$ cat src/sv/msq_pkg.sv
`timescale 1ns / 1ps

package msq_pkg;

  localparam int LINE_SAMPLES_DEF = 4096;
  localparam int MAX_CHANNELS_DEF = 4;

  localparam int PIX_W      = 8;
  localparam int CH_W       = 3;
  localparam int WIDTH_W    = 13;
  localparam int CFG_IDX_W  = 1;
  localparam int CFG_DATA_W = 13;
  localparam int NUM_LINES  = 3;

  // configuration register indexes
  localparam logic [CFG_IDX_W-1:0] REG_CHANNELS = 1'd0;
  localparam logic [CFG_IDX_W-1:0] REG_WIDTH    = 1'd1;

  localparam logic [CH_W-1:0]    CHANNELS_RST = 3'd1;
  localparam logic [WIDTH_W-1:0] WIDTH_RST    = 13'd640;

  typedef logic [PIX_W-1:0] pix_t;
  typedef logic [1:0]       buf_idx_t;

  typedef enum logic [1:0] {
    PH_FIRST,
    PH_BODY,
    PH_FLUSH
  } phase_t;

  // which physical line plays which role for one request
  typedef struct packed {
    buf_idx_t cur;
    buf_idx_t older;
    buf_idx_t newer;
    logic     use_newer;
  } bufsel_t;

  // results owed by one request
  typedef struct packed {
    logic            emit;
    logic            row_end;
    logic            frame_end;
    logic            left_ok;
    logic [CH_W-1:0] ch;
  } job_t;

  // one column of the neighbourhood, sorted
  typedef struct packed {
    pix_t lo;
    pix_t mid;
    pix_t hi;
  } col_t;

  typedef struct packed {
    pix_t lo_max;
    pix_t mid_med;
    pix_t hi_min;
    logic row_end;
    logic frame_end;
    logic last;
  } m1_t;

  function automatic pix_t min2(input pix_t a, input pix_t b);
    return (a < b) ? a : b;
  endfunction

  function automatic pix_t max2(input pix_t a, input pix_t b);
    return (a > b) ? a : b;
  endfunction

  function automatic pix_t med3(input pix_t a, input pix_t b, input pix_t c);
    return max2(min2(a, b), min2(max2(a, b), c));
  endfunction

  function automatic col_t sort3(input pix_t a, input pix_t b, input pix_t c);
    col_t s;
    s.lo  = min2(min2(a, b), c);
    s.hi  = max2(max2(a, b), c);
    s.mid = med3(a, b, c);
    return s;
  endfunction

  // lowest line index that is neither of the two given
  function automatic buf_idx_t free_buf(input buf_idx_t a, input buf_idx_t b);
    buf_idx_t f;
    if (a != 2'd0 && b != 2'd0) begin
      f = 2'd0;
    end else if (a != 2'd1 && b != 2'd1) begin
      f = 2'd1;
    end else begin
      f = 2'd2;
    end
    return f;
  endfunction

endpackage

$ cat src/sv/msq_out_if.sv
`timescale 1ns / 1ps

interface msq_out_if
  import msq_pkg::*;
();
  logic valid;
  logic ready;
  pix_t median;
  logic row_end;
  logic frame_end;
  logic last;

  modport source (output valid, output median, output row_end, output frame_end,
                  output last, input ready);
  modport sink (input valid, input median, input row_end, input frame_end,
                input last, output ready);
endinterface

$ cat src/sv/msq_median.sv
`timescale 1ns / 1ps

module msq_median
  import msq_pkg::*;
(
  input  logic       clk,
  input  logic       rst_n,
  input  logic       m1_valid,
  input  m1_t        m1_data,
  output logic       m1_take,
  msq_out_if.source  out_chan
);

  logic out_valid_r;
  pix_t median_r;
  logic row_end_r, frame_end_r, last_r;

  assign m1_take = m1_valid && (!out_valid_r || out_chan.ready);

  always_ff @(posedge clk) begin
    if (!rst_n) begin
      out_valid_r <= 1'b0;
    end else if (m1_take) begin
      out_valid_r <= 1'b1;
    end else if (out_chan.ready) begin
      out_valid_r <= 1'b0;
    end
  end

  always_ff @(posedge clk) begin
    if (m1_take) begin
      median_r    <= med3(m1_data.lo_max, m1_data.mid_med, m1_data.hi_min);
      row_end_r   <= m1_data.row_end;
      frame_end_r <= m1_data.frame_end;
      last_r      <= m1_data.last;
    end
  end

  assign out_chan.valid     = out_valid_r;
  assign out_chan.median    = median_r;
  assign out_chan.row_end   = row_end_r;
  assign out_chan.frame_end = frame_end_r;
  assign out_chan.last      = last_r;

endmodule

$ cat src/flat_wrapper.sv
// flat-port wrapper written by rule: the top's interface ports become plain ports
module msq_median_flat import msq_pkg::*;
  (clk, rst_n, m1_valid, m1_data, m1_take, out_chan_valid, out_chan_median, out_chan_row_end, out_chan_frame_end, out_chan_last, out_chan_ready);
  msq_out_if out_chan_i ();
  input  logic clk;
  input  logic rst_n;
  input  logic m1_valid;
  input  m1_t m1_data;
  output logic m1_take;
  output wire logic [$bits(out_chan_i.valid)-1:0] out_chan_valid;
  output wire logic [$bits(out_chan_i.median)-1:0] out_chan_median;
  output wire logic [$bits(out_chan_i.row_end)-1:0] out_chan_row_end;
  output wire logic [$bits(out_chan_i.frame_end)-1:0] out_chan_frame_end;
  output wire logic [$bits(out_chan_i.last)-1:0] out_chan_last;
  input wire logic [$bits(out_chan_i.ready)-1:0] out_chan_ready;
  assign out_chan_valid = out_chan_i.valid;
  assign out_chan_median = out_chan_i.median;
  assign out_chan_row_end = out_chan_i.row_end;
  assign out_chan_frame_end = out_chan_i.frame_end;
  assign out_chan_last = out_chan_i.last;
  assign out_chan_i.ready = out_chan_ready;
  msq_median u_core (.clk(clk), .rst_n(rst_n), .m1_valid(m1_valid), .m1_data(m1_data), .m1_take(m1_take), .out_chan(out_chan_i));
endmodule
$ cat config.mk
export PLATFORM = sky130hd
export DESIGN_NAME = msq_median_flat
export DESIGN_NICKNAME = d
export VERILOG_FILES = /design/src/sv/msq_pkg.sv /design/src/sv/msq_out_if.sv /design/src/sv/msq_median.sv /design/src/flat_wrapper.sv
export SDC_FILE = /design/constraint.sdc
export NUM_CORES = 1
export LEC_CHECK = 0
export BUFFER_PORTS_ARGS = -buffer_cell sky130_fd_sc_hd__buf_2
export CAP_MARGIN = 20
export CORE_MARGIN = 2
export CORE_UTILIZATION = 46
export DETAILED_ROUTE_END_ITERATION = 7
export HOLD_SLACK_MARGIN = 0.15
export PLACE_DENSITY = 0.89
export SLEW_MARGIN = 25
export SYNTH_ARGS = -nofsm -noshare
export SYNTH_HDL_FRONTEND = slang
export SYNTH_SLANG_ARGS = --single-unit
$ cat constraint.sdc
create_clock -name clk -period 5.5 [get_ports clk]
set_input_delay 0.825 -clock clk [delete_from_list [all_inputs] [get_ports clk]]
set_output_delay 0.825 -clock clk [all_outputs]
set_load 0.02 [all_outputs]
==> results of run 1 <==
[metrics by stage]
step | total power [mW] | setup slack, ps | hold WS [ps] | instance area (sq um) | std cells
global route | 0.4347 | -105.3 | 671.1 | 1639 | 219
CTS | 0.3929 | 360.6 | 636.4 | 1609 | 217
detailed placement | 0.3383 | 80.32 | 620.1 | 1583 | 213
floorplan | 0.2780 | 122.4 | 708.6 | 1310 | 137
finish | 0.4004 | 270.2 | 634.3 | 1639 | 219
global placement | 0.3331 | 173.2 | 604.6 | 1583 | 213
[worst register-to-register path: stages, from the launching register on]
cell and delay, ps:
dfxtp_1 300, nor2b_1 130, nor2b_1 700
[per-layer routing]
layer	routed length [um]	part of all wire
met5	0	0
met4	12	0.0044
met3	131	0.048
met2	1360	0.50
met1	1211	0.45
[kinds of logic after synthesis]
family,synth area share
flops,0.2674
compound gates,0.1681
simple gates,0.1041
buf+inv,0.05157
fa+ha+maj,0.2197
mux,0.1891
[worst min-delay path by stage]
stage                                                     to  slack (ps)  cells after the start
after floorplan           u_core.out_chan.valid$_SDFFE_PN0P_         710                      2
after global placement    u_core.out_chan.valid$_SDFFE_PN0P_         600                      2
after detailed placement  u_core.out_chan.valid$_SDFFE_PN0P_         620                      2
after CTS                 u_core.out_chan.valid$_SDFFE_PN0P_         640                      2
after global routing      u_core.out_chan.valid$_SDFFE_PN0P_         670                      2
final                     u_core.out_chan.valid$_SDFFE_PN0P_         630                      2
[cell usage after synthesis (2+ instances only)]
| master | n |
|---|---|
| a21o_1 | 3 |
| a21oi_1 | 9 |
| edfxtp_1 | 11 |
| ha_1 | 23 |
| inv_1 | 17 |
| mux2_2 | 14 |
| mux2i_1 | 9 |
| nand2_1 | 12 |
| nand3_1 | 3 |
| nand4_1 | 3 |
| nor2_1 | 2 |
| nor2b_1 | 4 |
| o21a_1 | 3 |
| o21ai_0 | 3 |
| o21ai_1 | 8 |
[flip-flops by register name (all words and copies together) (netlist names)]
signal                     flops
u_core.out_chan.frame_end      1
u_core.out_chan.last           1
u_core.out_chan.median         8
u_core.out_chan.row_end        1
u_core.out_chan.valid          1
[power by group]
group | total (mW) | switching (mW) | internal, mW
combinational | 0.223 | 0.122 | 0.100
sequential | 0.125 | 0.00266 | 0.122
clock | 0.0530 | 0.0267 | 0.0263
total | 0.400 | 0.152 | 0.249
[cell type report]
type                    instances  area share
multi-input cells             107      0.5511
flip-flops and latches         12      0.2137
clock inverters                 1    0.002290
repair buffers                 48      0.1565
inverters                      17     0.03893
well taps                      31     0.02366
clock buffers                   3     0.01374
[timing repair]
item,CTS,global route
gates resized for setup,0,4
buffers inserted,0,2
setup endpoints to repair,0,3
[placed cells by master (no fill, tap or decap), types with 2 or more instances in the layout]
master and instances:
buf_2 43, ha_1 23, inv_1 17, mux2_2 14
nand2_1 12, edfxtp_1 11, a21oi_1 8, o21ai_1 8
mux2i_1 7, nor2b_1 4, buf_4 4, nand4_1 3
o21a_1 3, o21ai_0 3, nand3_1 3, a21o_1 3
clkbuf_4 3, nor2_1 2, mux2i_2 2
==> flow_summary_export.csv, run 1 <==
group,metric,value,unit
detailed_routing,ant_nets,0,
place,port_buffers,43,
setup_path,reg2reg_to,"u_core.out_chan.median[6]$_DFFE_PP_",
floorplan,die_y,57.37,um
timing,min_period_over_period,0.9509,
place,gp_congestion,0.9464,
global_routing,grt_pass1_wl,4547,um
timing,slew_headroom,0.3965,
cells_and_area,fill_cells,234,
run_status,status,"finished, final reports clean",
floorplan,rows,19,
setup_path,worstSetupStartpointType,"primary input",
synthesis,synth.area.top_cells,"edfxtp_1 (25%), ha_1 (22%), mux2_2 (12%)",
setup_path,r2r_setup_slack,3990,ps
synthesis,synth_edf_count,11,
setup_path,path_class,"primary input to flip-flop",
setup_path,endpoint_kind,"flip-flop",
cells_and_area,multi_input_area,903.4,sq um
synthesis,synth_ff_type,"edfxtp_1",
timing,max_freq,191.2,MHz
synthesis,synthesis.area,1310,sq um
clock_tree,cts_tree,"built",
setup_path,crit_family,"compound AO/OA/AOI/OAI gates",
setup_path,path_cells,"buf_2 -> inv_1 -> ha_1 -> nor2b_1 -> o211ai_1 -> a21oi_2 -> o21ai_2 -> buf_4 -> mux2_2 -> ha_1 -> a21o_1 -> a21o_1 -> a221o_1 -> a31oi_4 -> mux2i_2 -> ha_1 -> nor2b_1 -> o21ai_0 -> a21oi_1 -> o21bai_1 -> a21oi_1 -> buf_4 -> o21a_1",
setup_path,crit_arrival,5260,ps
hold_path,hold_class,"flip-flop to flip-flop",
setup_path,crit_path_start,"m1_data[12]",
setup_path,reg2reg_depth,2,
floorplan,die-area,3291,sq um
cells_and_area,seq_area,350.3,sq um
clock_tree,root_buffer,"clkbuf_4",
setup_path,cp.depth,23,
floorplan,io_pins,44,
place,post-dp-hpwl,2232,um
setup_path,crit_path_frequent_cell,"ha_1",
timing,hold_violations,0,
timing,fin_worst_skew,0.3359,ps
synthesis,syn_inst,137,
global_routing,met1_usage,0.2147,
global_routing,antenna_found_initial,0,
global_routing,met3_usage,0.03401,
run,drv_cap,0,
cells_and_area,area.growth.synth_to_final,25.12,%
clock_tree,numCtsBuffers,3,
pwr,leakagePower,0.8345,nW
setup_path,critical_path_buf_inv_count,4,
clock_tree,cts_buffer_depth,2,
synthesis,ys_ff_latch,12,
detailed_routing,dr.pass1.iters,4,
clock_tree,path_clk_slew,70,ps
synthesis,yosys.area.top_type,"edfxtp_1",
clock_tree,htree_levels,1,
pwr,power_density,244.3,nW/um^2
hold_path,hp-start,"u_core.out_chan.valid$_SDFFE_PN0P_",
detailed_routing,vias,1166,
synthesis,syn_nets,191,
synthesis,yosysWarnings,0,
synthesis,yosysSeqAreaShare,0.2674,
synthesis,avgSynthCellArea,9.562,sq um
cells_and_area,num_antenna_cells,0,
global_routing,track_usage,0.1710,
floorplan,start_util,0.4792,
detailed_routing,wl_per_cell,12.40,um
timing,finalCriticalPeriod,5230,ps
synthesis,synthArstFlopShare,0,
floorplan,die_w,57.37,um
clock_tree,insertion_delay,270,ps
detailed_routing,route.detailed.drc,0,
timing,setup_viol,0,
cells_and_area,layout-drive-gt1-share,0.3830,
timing,setup_tns,0,ps
cells_and_area,finalNetCount,243,
detailed_routing,drt-initial-drc-count,51,
clock_tree,cts.sinks,12,
global_routing,top_usage_layer,"met2",
synthesis,synth_cell_types,28,
cells_and_area,final_util,0.5995,
global_routing,met2_usage,0.3036,
clock_tree,hold_buffers,0,
setup_path,cp.required,5530,ps
setup_path,cp-endpoint,"u_core.out_chan.median[0]$_DFFE_PP_",
detailed_routing,routed_via_density,5.324,
synthesis,yosys.area.top_type_share,0.2521,
floorplan,core_area,2734,sq um
setup_path,max_stage_delay,340,ps
global_routing,grt_max_degree,17,
timing,finalMaxSlewViolations,0,
setup_path,r2r_start,"u_core.out_chan.valid$_SDFFE_PN0P_",
timing,max_slew.worst_pin.slew,903.4,ps
pwr,peakVddDrop,0.0002637,V
detailed_routing,wl,2716,um
setup_path,cpMaxStageDelayCell,"mux2_2",
setup_path,cp_max_fo,16,
global_routing,grt_pass1_vias,1109,
global_routing,overflow,0,
No activity file was read; power rests on OpenSTA's default activity.
==> run 2: changes to the inputs <==
CELL_PAD_IN_SITES_DETAIL_PLACEMENT = 0   (was not set)
CELL_PAD_IN_SITES_GLOBAL_PLACEMENT = 1   (was not set)
CORE_UTILIZATION = 34   (was 46)
MAX_ROUTING_LAYER = met4   (was not set)
==> flow_summary_export.csv, run 2 (synthesized netlist as in run 1, its figures left out) <==
group,metric,value,unit
timing,setup_viol,0,
detailed_routing,ant_nets,0,
clock_tree,cts.sinks,12,
global_routing,met3_usage,0.02896,
timing,fin_worst_skew,0.5100,ps
setup_path,reg2reg_to,"u_core.out_chan.median[2]$_DFFE_PP_",
floorplan,core_area,3689,sq um
cells_and_area,largest_reg_flops,8,
detailed_routing,drt-initial-drc-count,56,
detailed_routing,vias,1173,
floorplan,io_pins,44,
detailed_routing,wl,2883,um
detailed_routing,wl_per_cell,12.06,um
timing,max_slew.worst_pin.slew,954.0,ps
detailed_routing,routed_via_density,4.908,
timing,setup_tns,0,ps
hold_path,hold_class,"flip-flop to flip-flop",
cells_and_area,layout_common_cells,"buf_2 (43), ha_1 (23), inv_1 (17)",
setup_path,cpMaxStageDelayCell,"a2111o_1",
floorplan,die_w,66.07,um
setup_path,r2r_setup_slack,3950,ps
pwr,power.switching,159.2,uW
place,port_buffers,43,
setup_path,crit_path_frequent_cell,"ha_1",
clock_tree,numCtsBuffers,3,
pwr,combPwrFrac,0.518,
clock_tree,cts_tree,"built",
clock_tree,htree_levels,1,
setup_path,endpoint_kind,"flip-flop",
floorplan,die-area,4365,sq um
setup_path,path_class,"primary input to flip-flop",
global_routing,grt_max_degree,13,
setup_path,cp-endpoint,"u_core.out_chan.median[0]$_DFFE_PP_",
setup_path,critical_path_buf_inv_count,4,
timing,finalMaxSlewViolations,0,
pwr,peakVddDrop,0.00008639,V
place,post-dp-hpwl,2436,um
timing,finalCriticalPeriod,5268,ps
setup_path,reg2reg_depth,2,
setup_path,r2r_start,"u_core.out_chan.valid$_SDFFE_PN0P_",
place,preCtsSetupSlack,40.96,ps
global_routing,overflow,0,
cells_and_area,final_common_cell,"buf_2",
detailed_routing,dr.pass1.iters,4,
global_routing,grt_pass1_vias,1119,
floorplan,rows,22,
setup_path,crit_arrival,5260,ps
global_routing,met1_usage,0.1637,
pwr,power,454.7,uW
detailed_routing,route.detailed.drc,0,
pwr,internal_power,295.5,uW
setup_path,worstSetupStartpointType,"primary input",
setup_path,crit_family,"compound AO/OA/AOI/OAI gates",
global_routing,antenna_found_initial,0,
place,gp_congestion,0.7731,
global_routing,track_usage,0.1421,
pwr,leakagePower,0.8643,nW
global_routing,met2_usage,0.2475,
global_routing,grt_pass1_wl,4664,um
floorplan,die_y,66.07,um
pwr,switching_share,0.3502,
timing,max_freq,189.8,MHz
setup_path,cp.required,5490,ps
clock_tree,root_buffer,"clkbuf_8",
cells_and_area,layout-drive-gt1-share,0.4136,
pwr,power_density,262.0,nW/um^2
timing,setup_slack,232.2,ps
clock_tree,cts_buffer_depth,2,
cells_and_area,num_antenna_cells,0,
pwr,p_seq_frac,0.277,
cells_and_area,area.growth.synth_to_final,32.47,%
clock_tree,path_clk_slew,50,ps
setup_path,cp.depth,21,
timing,min_period_over_period,0.9578,
pwr,p_clk_frac,0.205,
timing,slew_headroom,0.3627,
run_status,status,"finished, final reports clean",
cells_and_area,finalNetCount,246,
floorplan,start_util,0.3552,
setup_path,path_cells,"buf_2 -> inv_1 -> ha_1 -> nor2b_1 -> o211ai_1 -> a21oi_2 -> o21ai_2 -> mux2_2 -> ha_1 -> a2111o_1 -> a221o_1 -> a31oi_4 -> buf_6 -> mux2i_2 -> ha_1 -> o21ai_0 -> a21oi_1 -> o21bai_1 -> a21oi_2 -> buf_4 -> o21a_1",
setup_path,crit_path_start,"m1_data[12]",
setup_path,max_stage_delay,440,ps
setup_path,cp_max_fo,8,
global_routing,top_usage_layer,"met2",
clock_tree,insertion_delay,240,ps
run,drv_cap,0,
timing,hold_violations,0,
cells_and_area,fill_cells,365,
==> run 2: cell count changes in the layout (fill, tap and decap cells not counted), sizes merged <==
cell and change:
clkinv -1, clkbuf +1, buf +3
==> run 2: cell type report <==
type	count	area, sq um	area share
Inverter	17	63.81	0.03677
Timing Repair Buffer	51	279.0	0.1608
Sequential cell	12	350.3	0.2019
Tap cell	48	60.06	0.03461
Multi-Input combinational cell	107	927.1	0.5342
Clock buffer	4	55.05	0.03172
==> run 2: routing by layer <==
layer / vias up / wire, um
met5: - / 0
met4: 0 / 48
met3: 7 / 127
met2: 28 / 1439
met1: 524 / 1267
li1: 614 / -
==> run 2: how the worst min path moves through the flow <==
stage | startpoint | to | cells past startpoint
2_1_floorplan | u_core.out_chan.valid$_SDFFE_PN0P_ | u_core.out_chan.valid$_SDFFE_PN0P_ | 2
3_3_place_gp | u_core.out_chan.valid$_SDFFE_PN0P_ | u_core.out_chan.valid$_SDFFE_PN0P_ | 2
3_5_place_dp | u_core.out_chan.valid$_SDFFE_PN0P_ | u_core.out_chan.valid$_SDFFE_PN0P_ | 2
4_1_cts | u_core.out_chan.valid$_SDFFE_PN0P_ | u_core.out_chan.valid$_SDFFE_PN0P_ | 2
5_1_grt | u_core.out_chan.valid$_SDFFE_PN0P_ | u_core.out_chan.valid$_SDFFE_PN0P_ | 2
6_report | u_core.out_chan.valid$_SDFFE_PN0P_ | u_core.out_chan.valid$_SDFFE_PN0P_ | 2
==> run 2: what timing repair did <==
item | in CTS | in global routing
endpoints found under the setup margin | 0 | 8
resized for setup | 0 | 10
endpoints found under the hold margin | 0 | 0
buffers inserted | 0 | 3
hold buffers | 0 | 0
==> run 2: power groups by stage <==
stage	Combinational, mW	Sequential, mW	Clock [mW]
floorplan	0.130	0.148	0
global placement	0.216	0.127	0
detailed placement	0.218	0.128	0
CTS	0.220	0.126	0.0949
global route	0.264	0.127	0.103
finish	0.235	0.126	0.0933
==> run 2: through the flow <==
stage               cells    util  hold WS [ps]  area (sq um)
finish                239  0.4705         623.7          1735
global placement      232  0.4389         618.1          1619
global route          239  0.4705         669.5          1735
floorplan             137       -         708.6          1310
CTS                   236  0.4539         629.2          1674
detailed placement    232  0.4389         612.7          1619
==> run 2: worst reg2reg max path: cells and delay by family, from the launching register on <==
family,cells,cell delay (ps)
flops,1,300
simple gates,2,860
==> run 3: changes to the inputs <==
CORE_UTILIZATION = 30   (was 34)
PLACE_DENSITY = 0.81   (was 0.89)
==> flow_summary_export.csv, run 3 (synthesized netlist as in run 1, its figures left out) <==
group,metric,value,unit
cells_and_area,final_common_cell,"buf_2",
global_routing,grt_pass1_vias,1153,
floorplan,rows,24,
floorplan,die_y,70.08,um
global_routing,grt_pass1_wl,4816,um
global_routing,grt_max_degree,13,
clock_tree,cts_tree,"built",
pwr,peakVddDrop,0.00007320,V
hold_path,hold_class,"flip-flop to flip-flop",
floorplan,io_pins,44,
timing,hold_violations,0,
clock_tree,htree_levels,1,
timing,finalCriticalPeriod,5183,ps
timing,slew_headroom,0.6152,
place,post-dp-hpwl,2483,um
detailed_routing,wl_per_cell,11.95,um
cells_and_area,fill_cells,451,
detailed_routing,vias,1162,
timing,setup_slack,317.4,ps
setup_path,r2r_setup_slack,4220,ps
timing,rsz0062_at_grt,"no",
floorplan,die_w,70.08,um
timing,max_freq,193.0,MHz
setup_path,cp_max_fo,8,
clock_tree,path_clk_slew,50,ps
detailed_routing,routed_via_density,4.842,
timing,max_slew.worst_pin.slew,574.6,ps
place,port_buffers,43,
setup_path,worstSetupStartpointType,"primary input",
floorplan,core_area,4294,sq um
timing,setup_tns,0,ps
detailed_routing,route.detailed.drc,0,
global_routing,antenna_found_initial,0,
timing,finalMaxSlewViolations,0,
place,gp_congestion,0.7908,
cells_and_area,layout_common_cells,"buf_2 (43), ha_1 (23), inv_1 (17)",
clock_tree,insertion_delay,240,ps
place,dpl.cell_count,236,
detailed_routing,wl,2867,um
clock_tree,cts.sinks,12,
run,drv_cap,0,
cells_and_area,finalNetCount,243,
pwr,power_density,253.7,nW/um^2
timing,fin_worst_skew,4.555,ps
cells_and_area,layout-drive-gt1-share,0.3936,
setup_path,endpoint_kind,"flip-flop",
clock_tree,hold_buffers,0,
floorplan,start_util,0.3051,
cells_and_area,area.growth.synth_to_final,28.75,%
detailed_routing,drt-initial-drc-count,85,
run_status,status,"finished, final reports clean",
clock_tree,root_buffer,"clkbuf_8",
detailed_routing,ant_nets,0,
clock_tree,numCtsBuffers,3,
cells_and_area,num_antenna_cells,0,
global_routing,track_usage,0.1244,
place,preCtsSetupSlack,43.45,ps
cells_and_area,largest_reg_flops,8,
timing,setup_viol,0,
timing,min_period_over_period,0.9423,
clock_tree,cts_setup_buffers,0,
setup_path,crit_arrival,5170,ps
floorplan,die-area,4911,sq um
cells_and_area,layout.cells.non_filler,240,
global_routing,overflow,0,
clock_tree,cts_buffer_depth,2,
setup_path,cp.required,5490,ps
setup_path,path_class,"primary input to flip-flop",
pwr,leakagePower,0.8399,nW
detailed_routing,dr.pass1.iters,4,
-- run 3: cell count changes in the layout (fill, tap and decap cells not counted), sizes merged --
| cell | delta |
|---|---|
| buf | -3 |
| clkbuf | -1 |
| clkinv | +1 |
-- run 3: stage by stage --
step	total power, mW	util	cell area (sq um)	hold WS (ps)
after floorplan	0.2780	-	1310	708.6
after detailed placement	0.3472	0.3782	1624	615.7
after global routing	0.4676	0.3928	1687	664.1
after global placement	0.3450	0.3782	1624	607.7
after CTS	0.4306	0.3887	1669	634.1
final	0.4279	0.3928	1687	641.3
-- run 3: where the power goes --
group	switching [mW]	internal [mW]
Clock	0.0300	0.0490
Combinational	0.121	0.102
Sequential	0.00314	0.122
Total	0.154	0.274
-- run 3: area by class of cell --
cell class / instances / area, sq um / area share
Multi-Input combinational cell: 107 / 909.6 / 0.5393
Clock buffer: 3 / 41.29 / 0.02448
Clock inverter: 1 / 3.754 / 0.002226
Timing Repair Buffer: 48 / 252.7 / 0.1499
Sequential cell: 12 / 350.3 / 0.2077
Inverter: 17 / 63.81 / 0.03783
Tap cell: 52 / 65.06 / 0.03858
-- run 3: per-layer routing --
| metal | vias up | GRT usage | part of all wire |
|---|---|---|---|
| met5 | - | - | 0 |
| met4 | 0 | 0.02137 | 0 |
| met3 | 0 | 0.03030 | 0.043 |
| met2 | 29 | 0.2138 | 0.50 |
| met1 | 521 | 0.1503 | 0.45 |
| li1 | 612 | - | - |
-- run 3: what timing repair did --
| action | 4_1_cts | 5_1_grt |
|---|---|---|
| setup endpoints to repair | 0 | 8 |
| endpoints found under the hold margin | 0 | 0 |
| resized for setup | 0 | 5 |
-- run 3: worst paths after layout --
kind / start / depth (start not counted) / to
max: m1_data[12] / 23 / u_core.out_chan.median[0]$_DFFE_PP_
min reg2reg: u_core.out_chan.valid$_SDFFE_PN0P_ / 2 / u_core.out_chan.valid$_SDFFE_PN0P_
max reg2reg: u_core.out_chan.valid$_SDFFE_PN0P_ / 2 / u_core.out_chan.median[0]$_DFFE_PP_
min: u_core.out_chan.valid$_SDFFE_PN0P_ / 2 / u_core.out_chan.valid$_SDFFE_PN0P_
-- run 3: worst max-delay path, stage by stage --
cell and delay (ps):
buf_2 90, inv_1 40, ha_1 290, nor2b_1 130
o211ai_1 230, a21oi_2 120, o21ai_2 250, buf_4 190
mux2_2 350, ha_1 300, a21o_1 180, a21o_1 170
a221o_1 320, a31oi_4 210, mux2i_2 270, ha_1 280
nor2b_1 130, o21ai_0 150, a21oi_1 90, o21bai_1 120
a21oi_1 90, buf_4 170, o21a_1 170
